### src/sv/tpc_pkg.sv
package tpc_pkg;

  localparam int unsigned QUEUE_DEPTH = 2;
  localparam int unsigned SPLIT_STEPS = 33;

  typedef logic [2:0][31:0] pos_t;

  typedef struct packed {
    pos_t        c;
    logic [31:0] d;
  } vertex_t;

  typedef enum logic [1:0] {
    MODE_ALL,
    MODE_ONE,
    MODE_TWO
  } mode_t;

  // ONE: splits (p0,p1) and (p0,p2). TWO: p0 = a, p1 = outside, p2 = b.
  typedef struct packed {
    mode_t   mode;
    vertex_t p0;
    vertex_t p1;
    vertex_t p2;
  } job_t;

  typedef struct packed {
    pos_t c0;
    pos_t c1;
    pos_t c2;
    logic last;
  } tri_t;

  typedef enum logic [1:0] {
    SP_IDLE,
    SP_MUL,
    SP_ADD,
    SP_DIV
  } split_st_t;

  typedef enum logic [1:0] {
    BK_IDLE,
    BK_SPLIT,
    BK_EMIT
  } back_st_t;

endpackage

### src/sv/tpc_front.sv
module tpc_front (
  input  logic               start,
  input  logic               full,
  input  tpc_pkg::vertex_t   v0,
  input  tpc_pkg::vertex_t   v1,
  input  tpc_pkg::vertex_t   v2,
  output logic               push,
  output tpc_pkg::job_t      job
);

  logic [2:0] ins;
  logic       keep;

  assign ins = {$signed(v2.d) > 0, $signed(v1.d) > 0, $signed(v0.d) > 0};

  always_comb begin
    keep     = 1'b1;
    job.mode = tpc_pkg::MODE_ALL;
    job.p0   = v0;
    job.p1   = v1;
    job.p2   = v2;
    case (ins)
      3'b111: job.mode = tpc_pkg::MODE_ALL;
      3'b001: job.mode = tpc_pkg::MODE_ONE;
      3'b010: begin
        job.mode = tpc_pkg::MODE_ONE;
        job.p0 = v1; job.p1 = v2; job.p2 = v0;
      end
      3'b100: begin
        job.mode = tpc_pkg::MODE_ONE;
        job.p0 = v2; job.p1 = v0; job.p2 = v1;
      end
      3'b110: begin
        job.mode = tpc_pkg::MODE_TWO;
        job.p0 = v2; job.p1 = v0; job.p2 = v1;
      end
      3'b101: job.mode = tpc_pkg::MODE_TWO;
      3'b011: begin
        job.mode = tpc_pkg::MODE_TWO;
        job.p0 = v1; job.p1 = v2; job.p2 = v0;
      end
      default: keep = 1'b0;
    endcase
  end

  assign push = start && !full && keep;

endmodule

### config.mk
export PLATFORM = sky130hd
export DESIGN_NAME = tpc_front
export DESIGN_NICKNAME = d
export VERILOG_FILES = /design/src/sv/tpc_pkg.sv /design/src/sv/tpc_front.sv
export SDC_FILE = /design/constraint.sdc
export NUM_CORES = 1
export LEC_CHECK = 0
export ABC_AREA = 1
export BUFFER_PORTS_ARGS = -buffer_cell sky130_fd_sc_hd__clkbuf_2
export CAP_MARGIN = 15
export CORE_AREA = 3 3 296 298
export DETAILED_ROUTE_END_ITERATION = 8
export DIE_AREA = 0 0 299 301
export GPL_ROUTABILITY_DRIVEN = 0
export PLACE_DENSITY = 0.44
export RECOVER_POWER = 25
export SYNTH_ARGS = -nofsm -noshare
export SYNTH_HDL_FRONTEND = slang
export SYNTH_SLANG_ARGS = --single-unit
export TNS_END_PERCENT = 30
### constraint.sdc
create_clock -name vclk -period 4.8
set_clock_uncertainty 0.15 [all_clocks]
set_input_delay 0.72 -clock vclk [all_inputs]
set_output_delay 0.72 -clock vclk [all_outputs]
set_load 0.05 [all_outputs]
* After elaboration in Yosys (flattened, before gate mapping)
Cells that the tools add are included.
** Operators by class
- Reductions and logical operators :: 8
- $lt $le $gt $ge :: 3
- Eq/ne operators :: 7
- Multiplexer cells :: 3
** Operators with widths (count)
- case mux 384 bit (2 select lines) :: 1
- > comparator 32 x 1 -> 1 bit (second input constant) :: 3
- == test 3 bit (second input constant) :: 4
- OR reduction 7 bit :: 1
- == test 3 x 2 -> 1 bit (second input constant) :: 2
- OR reduction 3 bit :: 2
- case mux 2 bit (2 select lines) :: 1
- OR reduction 2 bit :: 2
- == test 3 x 1 -> 1 bit (second input constant) :: 1
- logical AND 1 bit :: 2
- zero test 1 bit :: 1
- two-way mux 1 bit :: 1
** Storage, ports and cells
- Register bits :: 0
- Bits of input ports :: 386
- Output and inout port bits :: 387
- Logic and storage cells :: 21

* Logic depth before layout (Yosys ltp)
- Depth in word-level cells :: 5
- Gate-level depth with buffers :: 12
- Gate-level depth less buffers :: 10

* Worst setup path before layout
Ideal clock, no wire load.
- Path kind :: input port to output port
- Start :: input port v2[6] in the netlist's numbering
- End :: output port job[287] in the netlist's numbering
- Data required time :: 3.930 ns
- Slack :: 1.505 ns
- Stages on the path :: 11
- Path buffers :: 2
- Arrival time :: 2.425 ns
- Path through :: nor2_1 -> nand2_1 -> nor2_1 -> nand2_1 -> nor2_1 -> nor2_4 -> nand2_1 -> buf_2 -> buf_2 -> nand2_1 -> nor2_1
** RTL lines
- start, declared :: RTL line tpc_front.sv:6 : input tpc_pkg::vertex_t v2,
- end, declared :: RTL line tpc_front.sv:8 : output tpc_pkg::job_t job

==> results by group <==
Status
  – Result of the run: finished, final reports clean

STA
  – Slew HR: 0.337
  – Hold Vio Cnt, Final: 0
  – Final setup TNS: 0 ns
  – Setup repair after global routing missed its margin: false
  – FMAX: 229 MHz
  – Final period util: 0.910
  – Worst-margin pin slew: 0.994 ns
  – Slew Limit Fails: 0
  – Final Setup Violations: 0
  – Tmin final: 4.37 ns

Synth
  – Syn Inst Count: 2668
  – Synth top area cells: nand3_1 49%, nand2_1 26%, inv_1 12%, buf_2 8.6%, nor2_1 2.1%
  – Post-synthesis simple-gate area fraction: 0.772
  – Syn_area_per_cell: 4.40 sq um
  – Multiplexer area fraction after synthesis: 0
  – Seq/Total Area, Yosys: 0
  – Synth area leader: nand3_1
  – Most instantiated cells after synthesis: 1149 x nand3_1, 810 x nand2_1, 384 x inv_1
  – Post-synth top area share: 0.490
  – Post-synthesis compound-gate area fraction: 0.00245
  – Yosys warnings: 0
  – Post-synthesis net count: 3054
  – Post-Synth Adder-Cell Area: 0
  – Count leader, synth: nand3_1
  – Netlist cell types: 14
  – Synthesized area: 11700 sq um
  – Largest family of logic cells by synthesized area: simple AND/OR/NAND/NOR gates
  – XOR/XNOR share of the synthesized area: 0

Worst setup path
  – Worst EP required: 3.93 ns
  – WP data arrival: 3.50 ns
  – Crit path cell chain: clkbuf_2, nor2_1, nand2_1, nor2_1, nand2_1, nor2_1, nor2_4, nand2_4, buf_12, clkbuf_2, nand3_1, nand2_1, clkbuf_1
  – Highest-delay cell along the critical path: clkbuf_2
  – CP Launch Type: primary input
  – Critical Path End Type: primary output
  – Top delay family on crit path: simple AND/OR/NAND/NOR gates
  – CP Class: in -> out
  – CP peak stage delay: 0.53 ns
  – Critical path buffers and inverters: 4
  – Crit Path Max Fanout: 29

CTS
  – Hold_buf cts: 0
  – Post-CTS Repair Setup Buffers: 0
  – CTS-repair resized insts: 0

Die
  – Chip width: 299 microns
  – Initial Util: 0.138
  – Die extent in y: 301 microns
  – Rows: 107
  – Io pins: 773
  – DIE AREA: 90000 sq um
  – Core Box Area: 85100 sq um

Placement
  – I/O Buffers: 773
  – Hpwl dp: 58500 microns
  – Post-Place Cells: 4419

Pwr
  – Overall Power: 2.90 mW
  – IR drop worst, VDD: 0.0778 mV
  – Leak: 10.4 nW
  – Power per Cell Area: 173 nW/um^2

Global routing
  – GR Overflow Total: 0
  – GRT Util Overall: 0.150
  – Vias in the first global route: 17.9k
  – Largest net degree at the start of global routing: 165
  – Initial antenna violation count: 7
  – First-pass GRT wire length: 109000 microns

Route
  – Via density: 4.47
  – DR vias: 19.7k
  – WL per Instance: 16.6 microns
  – DRC: 0
  – Routed Antenna Nets: 0
  – Final WL: 73200 microns
  – Starting DRC count in detailed routing: 1558
  – First-pass iteration count of the detailed router: 8

Flow run
  – Max_cap viols: 0

Hold path
  – Hold crit path type: in -> out

Layout
  – Final Non-Filler Cells: 4422
  – Register cell area after layout: 0 sq um
  – Nets@finish: 3663
  – Seq cells: 0
  – Share of cells above drive strength 1: 0.240
  – # clk buffers: 0
  – Layout area overhead: 42.4%
-- layout make-up --
class | count | area, sq um
repair buffers | 860 | 4710
diodes | 3 | 7.51
well taps | 1144 | 1430
inverters | 384 | 1440
multi-input cells | 2031 | 9130
fillers | 10300 | 68400
-- stage by stage --
| stage | cell area, sq um | worst slack (ns) | hold slack, ns | utilization |
|---|---|---|---|---|
| finish | 16700 | 0.431 | 1.70 | 0.196 |
| global route | 16700 | 0.307 | 1.73 | 0.196 |
| CTS | 16800 | 0.747 | 1.70 | 0.198 |
| detailed placement | 16800 | 0.743 | 1.70 | 0.198 |
| global placement | 16800 | 0.712 | 1.69 | 0.198 |
| floorplan | 11700 | 1.51 | 1.54 | - |
-- power by group --
group          internal [mW]  switching (mW)    total [mW]  leakage, nW
clock           0.0000000840               0  0.0000000840    0.0000190
combinational          0.666            2.23          2.90         10.4
sequential                 0               0             0            0
total                  0.666            2.23          2.90         10.4
-- tightest hold or removal path, cell delays in order --
cell and delay, ns:
clkbuf_2 0.08, nand3b_1 0.07, inv_1 0.04, clkbuf_2 0.22
-- logic make-up after synthesis --
logic type | after synthesis
compound gates | 4
simple gates | 2027
buf+inv | 637
-- layout by cell type (no fill, tap or decap), types with 3 or more instances in the layout --
cell	n
diode_2	3
nand3_1	1149
nand2_1	808
inv_1	384
buf_4	62
clkbuf_1	78
clkbuf_2	696
buf_12	23
nor2_1	65
-- routing by layer --
| metal | track usage | wire, microns | up-vias |
|---|---|---|---|
| met5 | 0 | 19 | - |
| met4 | 0.0302 | 1600 | 2 |
| met3 | 0.0276 | 6160 | 72 |
| met2 | 0.261 | 35500 | 943 |
| met1 | 0.192 | 30000 | 8966 |
| li1 | - | - | 9762 |
-- final timing paths --
check                   from       end  slack [ns]  cells past startpoint
worst max-delay path  v2[28]  job[118]        0.43                     13
worst min-delay path   start      push        1.70                      4
(Power assumes the default switching activity.)
