--- src/sv/tpc_pkg.sv ---
package tpc_pkg;

  localparam int unsigned QUEUE_DEPTH = 2;
  localparam int unsigned SPLIT_STEPS = 33;

  typedef logic [2:0][31:0] pos_t;

  typedef struct packed {
    pos_t        c;
    logic [31:0] d;
  } vertex_t;

  typedef enum logic [1:0] {
    MODE_ALL,
    MODE_ONE,
    MODE_TWO
  } mode_t;

  // ONE: splits (p0,p1) and (p0,p2). TWO: p0 = a, p1 = outside, p2 = b.
  typedef struct packed {
    mode_t   mode;
    vertex_t p0;
    vertex_t p1;
    vertex_t p2;
  } job_t;

  typedef struct packed {
    pos_t c0;
    pos_t c1;
    pos_t c2;
    logic last;
  } tri_t;

  typedef enum logic [1:0] {
    SP_IDLE,
    SP_MUL,
    SP_ADD,
    SP_DIV
  } split_st_t;

  typedef enum logic [1:0] {
    BK_IDLE,
    BK_SPLIT,
    BK_EMIT
  } back_st_t;

endpackage

--- src/sv/tpc_fifo.sv ---
module tpc_fifo #(
  parameter int unsigned DEPTH = tpc_pkg::QUEUE_DEPTH
) (
  input  logic          clk,
  input  logic          rst_n,
  input  logic          push,
  input  tpc_pkg::job_t wdata,
  input  logic          pop,
  output tpc_pkg::job_t rdata,
  output logic          empty,
  output logic          full
);

  localparam int unsigned PTR_W = (DEPTH > 1) ? $clog2(DEPTH) : 1;
  localparam int unsigned CNT_W = $clog2(DEPTH + 1);

  tpc_pkg::job_t mem [DEPTH];
  logic [PTR_W-1:0] wr_ptr_r, rd_ptr_r;
  logic [CNT_W-1:0] cnt_r;

  assign empty = (cnt_r == '0);
  assign full  = (cnt_r == CNT_W'(DEPTH));
  assign rdata = mem[rd_ptr_r];

  always_ff @(posedge clk) begin
    if (push) begin
      mem[wr_ptr_r] <= wdata;
    end
  end

  always_ff @(posedge clk) begin
    if (!rst_n) begin
      wr_ptr_r <= '0;
      rd_ptr_r <= '0;
      cnt_r    <= '0;
    end else begin
      if (push) begin
        wr_ptr_r <= (wr_ptr_r == PTR_W'(DEPTH - 1)) ? '0 : wr_ptr_r + 1'b1;
      end
      if (pop) begin
        rd_ptr_r <= (rd_ptr_r == PTR_W'(DEPTH - 1)) ? '0 : rd_ptr_r + 1'b1;
      end
      if (push && !pop) begin
        cnt_r <= cnt_r + 1'b1;
      end else if (pop && !push) begin
        cnt_r <= cnt_r - 1'b1;
      end
    end
  end

endmodule

--- config.mk ---
export PLATFORM = sky130hd
export DESIGN_NAME = tpc_fifo
export DESIGN_NICKNAME = d
export VERILOG_FILES = /design/src/sv/tpc_pkg.sv /design/src/sv/tpc_fifo.sv
export SDC_FILE = /design/constraint.sdc
export NUM_CORES = 1
export LEC_CHECK = 0
export ABC_AREA = 1
export BUFFER_PORTS_ARGS = -buffer_cell sky130_fd_sc_hd__buf_4
export CAP_MARGIN = 25
export CORE_AREA = 2 2 299 301
export DETAILED_ROUTE_END_ITERATION = 7
export DIE_AREA = 0 0 301 303
export PLACE_DENSITY = 0.57
export SLEW_MARGIN = 5
export SYNTH_ARGS = -nofsm -noshare
export SYNTH_HDL_FRONTEND = slang
export SYNTH_SLANG_ARGS = --single-unit
--- constraint.sdc ---
create_clock -name clk -period 26 [get_ports clk]
set_clock_uncertainty 0.2 [all_clocks]
set_input_delay 1.3 -clock clk [delete_from_list [all_inputs] [get_ports clk]]
set_output_delay 1.3 -clock clk [all_outputs]
set_load 0.01 [all_outputs]
Yosys cells after proc, flatten, opt, wreduce, memory -nomap -nowiden
Memories as Yosys holds them, arrays and structs flattened. A register that Yosys moved wholly into a read port is not among the register bits.
Index checks and enable logic that the tools add are counted.
{"block": "word_totals", "reg_bits": 4, "ramBits": 772, "word_cells": 23, "output_inout_bits": 388, "input_bits": 390, "mem_count": 1}
{"memory": "mem", "depth": 2, "width": 386, "rd": 1, "rd_ports_with_merged_regs": 1, "write_ports": 1, "line_no": "tpc_fifo.sv:17", "rtl": "tpc_pkg::job_t mem [DEPTH];"}
{"block": "classes", "reduce_logical": 6, "add_sub_neg": 4, "eq_ne": 1, "muxes": 8}
{"operator": "1-bit 2-to-1 mux", "count": 6}
{"operator": "2-bit 2-to-1 mux", "count": 2}
{"operator": "1-bit adder, second input constant", "count": 2}
{"operator": "2-bit by 1-bit adder with 2-bit output, second input constant", "count": 1}
{"operator": "2-bit equality test, second input constant", "count": 1}
{"operator": "1-bit logical AND", "count": 2}
{"operator": "1-bit zero test", "count": 2}
{"operator": "2-bit zero test", "count": 1}
{"operator": "2-bit nonzero test", "count": 1}
{"operator": "2-bit by 1-bit subtractor with 2-bit output, second input constant", "count": 1}

Depth between registers and ports, before layout
{"block": "logic_depth", "word_depth": 4, "mapped_depth": 8, "depth_no_buf": 8}

Least setup slack after synthesis
Ideal clock, no wire load.
{"block": "synth_timing", "path_type": "input-to-reg", "start": "input port push", "end": "memory mem[0][0] in the netlist's numbering, enable pin", "arrival_ns": 17.457, "path_stages": 2, "n_path_buf": 0, "required_time_ns": 24.646, "slack_ns": 7.190, "path_cell_list": "inv_1 nor2_1"}
{"block": "synth_between", "elab_chain_len": 2}
{"element": "start: declaration", "line_no": "tpc_fifo.sv:6", "rtl": "input logic push,"}
{"element": "1-bit 2-to-1 mux", "line_no": "tpc_fifo.sv:26", "rtl": "if (push) begin"}
{"element": "1-bit 2-to-1 mux (implied by the code)", "line_no": "tpc_fifo.sv:27", "rtl": "mem[wr_ptr_r] <= wdata;"}
{"element": "end: declaration", "line_no": "tpc_fifo.sv:17"}
Every way passes these cells.

==> flow_metrics.py <==
metrics = {
    "yosys": {
        "syn-mean-instance-area_um2": 22.8,
        "synth_cells": 1236,
        "yosys_register_bits": 777,
        "compound_gate_portion_of_the_synthesized_area_pct": 0.0355,
        "yosys.area_share.simple_pct": 0.266,
        "synth_area_leaders": "edfxtp_1 82%, mux2_2 15%, buf_6 1.6%",
        "largest_family_of_logic_cells_by_synthesized_area": "multiplexers",
        "number_of_different_library_cells_in_the_post_synthesis_netlist": 13,
        "post-synth-top-area-cell": "edfxtp_1",
        "synthesis.yosys.warnings": 0,
        "synth_xor_xnor_area_share_pct": 0,
        "post_synthesis_instance_area_mm2": 0.0282,
        "synth_top_cell_area_share_pct": 82.2,
        "muxShareOfSynthArea_pct": 15.4,
        "synth-seq-area-share_pct": 82.5,
        "mappedNetlistNets": 1627,
        "synth_fa_ha_area_share_pct": 0.0443,
    },
    "floorplanning": {
        "rows": 109,
        "coreArea_mm2": 0.0880,
        "initial_cell_density_of_the_core_pct": 32.1,
        "die_w_um": 301,
        "io_pins": 778,
        "design.die.area_mm2": 0.0912,
        "floorplan.die.height_um": 303,
    },
    "layout": {
        "drive_above_1_share_pct": 61.1,
        "finish.instance_area_mm2": 0.0381,
        "area_growth_syn_to_layout_pct": 35.2,
        "layout_common_cells": "789 x buf_4, 772 x edfxtp_1, 386 x mux2_2",
        "layout.nets": 2466,
        "fillCellCount": 7721,
        "layout_commonest_cell": "buf_4",
    },
    "setup_path": {
        "crit_buf_inv": 4,
        "cp-start-kind": "flip-flop",
        "critical-path-slowest-cell": "buf_4",
        "crit_path_max_incr_delay_ps": 860,
        "sequence_of_cells_on_the_critical_path": "buf_16, buf_4, buf_4, mux2_2, buf_4",
        "worst_setup_path_end_kind": "output pin",
        "timing_worst_setup_path_type": "reg2out",
        "worstPathArrival_ps": 3950,
        "critical-path-top-delay-family": "buffers and inverters",
        "regToRegSetupSlack_ps": 22020,
        "worst_path_most_repeated_cell": "buf_4",
        "crit_path_max_fanout": 80,
        "required_ps": 24500,
    },
    "sta": {
        "relSlewSlack_pct": 18.4,
        "final_period_minus_worst_setup_slack_ps": 5450,
        "rsz0062_at_grt": "no",
        "fin_ws_ps": 20550,
        "hold_viol": 0,
        "fraction_of_the_cycle_the_final_worst_path_needs_pct": 21.0,
        "slew_viol_final": 0,
        "hold_ws_ps": 302,
        "setup_viol_count_final": 0,
        "peak_freq_mhz": 183,
        "tightestPinTransition_ps": 1220,
        "finalSetupTns_ps": 0,
    },
    "drt": {
        "number_of_design_rule_violations_left_by_the_first_detailed_router_iteration": 866,
        "viasPerCell": 4.43,
        "detail_route.first_pass.iterations": 4,
        "detail_route.drc_violations": 0,
        "drt.antenna.violating_nets": 0,
        "vias": 14600,
        "route.detailed.wl_per_inst_um": 20.7,
        "routed_wirelength_mm": 68.4,
    },
    "power_and_ir_drop": {
        "combinationalPowerShare_pct": 10.2,
        "clockPowerShare_pct": 40.5,
        "part_of_the_total_power_dissipated_in_sequential_elements_pct": 49.2,
        "switchingPower_w": 0.000646,
        "max-vdd-ir-drop_v": 0.0000573,
        "total_leakage_power_nw": 14.1,
        "internal-power_w": 0.00234,
        "netSwitchingFraction_pct": 21.7,
        "power-per-cell-area_mw_per_mm2": 78.2,
    },
    "grt": {
        "antenna_found_initial": 2,
        "grt_pass1_wl_mm": 96.5,
        "global_route.usage.total_pct": 14.2,
        "first_global_vias": 15300,
        "pin_count_of_the_biggest_net_entering_global_routing": 167,
        "global_route.overflow_total": 0,
    },
    "clock_tree": {
        "clk_pin_slew_ps": 60,
        "clockBufferDepth": 3,
        "cts_root_buf": "clkbuf_16",
        "h_tree_level_count": 3,
        "cts_hold_buf": 0,
        "post-cts-setup-buffer-count": 0,
        "clk-insertion-delay-late_ps": 630,
        "clkSinkCount": 777,
        "post_cts_resized": 0,
        "cts_tree": "built",
        "tritoncts_buffers": 85,
    },
    "worst_hold_path": {
        "hold_class": "reg2reg",
    },
    "placement": {
        "detailed_place.area_mm2": 0.0352,
        "gp_routability_congestion": 0.844,
        "io_buffer_count": 777,
        "preCtsSetupSlack_ps": 20600,
        "dp_hpwl_mm": 47.5,
    },
    "job": {
        "max_cap_viol_count": 0,
    },
    "outcome": {
        "status": "finished clean",
    },
}
synthesized netlist by cell type:
cell type,number
edfxtp_1,772
mux2_2,386
buf_6,39
nor2_1,9
inv_1,8
nand2_1,8
dfxtp_1,5
buf_2,4
a21oi_1,1
ha_1,1
nand3_1,1
nand4_1,1
o21ai_0,1
power by group through the flow:
stage | Combinational (W) | Sequential (W) | Clock [W]
6_report | 0.000305 | 0.00147 | 0.00121
5_1_grt | 0.000325 | 0.00147 | 0.00129
4_1_cts | 0.000309 | 0.00147 | 0.00124
3_5_place_dp | 0.000307 | 0.00150 | 0
3_3_place_gp | 0.000298 | 0.00150 | 0
2_1_floorplan | 0.000141 | 0.00152 | 0
cell families (layout without fill, tap and decap cells):
group	after synthesis	count (layout)
buffers and inverters	51	955
and+or+nand+nor	19	19
other	0	2
DFF	777	777
muxes	386	386
adders and majority gates	1	1
AOI/OAI and AO/OA	2	2
through the flow:
stage | util, % | std cells | power, W
2_1_floorplan | - | 1236 | 0.00166
3_3_place_gp | 40.0 | 3148 | 0.00179
3_5_place_dp | 40.1 | 3150 | 0.00180
4_1_cts | 43.3 | 3302 | 0.00302
5_1_grt | 43.4 | 3307 | 0.00309
6_report | 43.4 | 3307 | 0.00298
tightest hold or removal path, cell delays in order (launching register included):
cell and delay (ps):
dfxtp_1 330, nor2_1 60, nor2_1 80
flip-flops by register name, summed over array words and instances, names as in the netlist, named ones only:
register  cells
mem         772
cnt_r         2
rd_ptr_r      1
wr_ptr_r      1
final cells by class:
class                   count  area (µm²)  share of cell area [%]
repair buffers            795        6080                    15.9
inverters                   8        37.5                  0.0984
flip-flops and latches    777       23300                    61.0
multi-input cells         408        4450                    11.7
clock buffers             105        2270                    5.96
well taps                1165        1460                    3.82
clock inverters            47         552                    1.45
diodes                      2        5.00                  0.0131
per-layer routing:
metal | up-vias | global-route usage [%] | share of wire [%]
met5 | - | 0 | 0
met4 | 0 | 6.05 | 3.1
met3 | 113 | 5.59 | 9.8
met2 | 623 | 25.0 | 53
met1 | 7277 | 15.0 | 35
li1 | 6623 | - | -
final timing paths:
path | start | to | cells after the start
setup / recovery | flip-flop | rdata[344] | 5
hold / removal | rd_ptr_r$_SDFFE_PN0P_ | flip-flop | 2
setup reg to reg | wr_ptr_r$_SDFFE_PN0P_ | mem[0][360]$_DFFE_PP_ | 6
hold reg to reg | rd_ptr_r$_SDFFE_PN0P_ | flip-flop | 2
(Power assumes the default switching activity.)
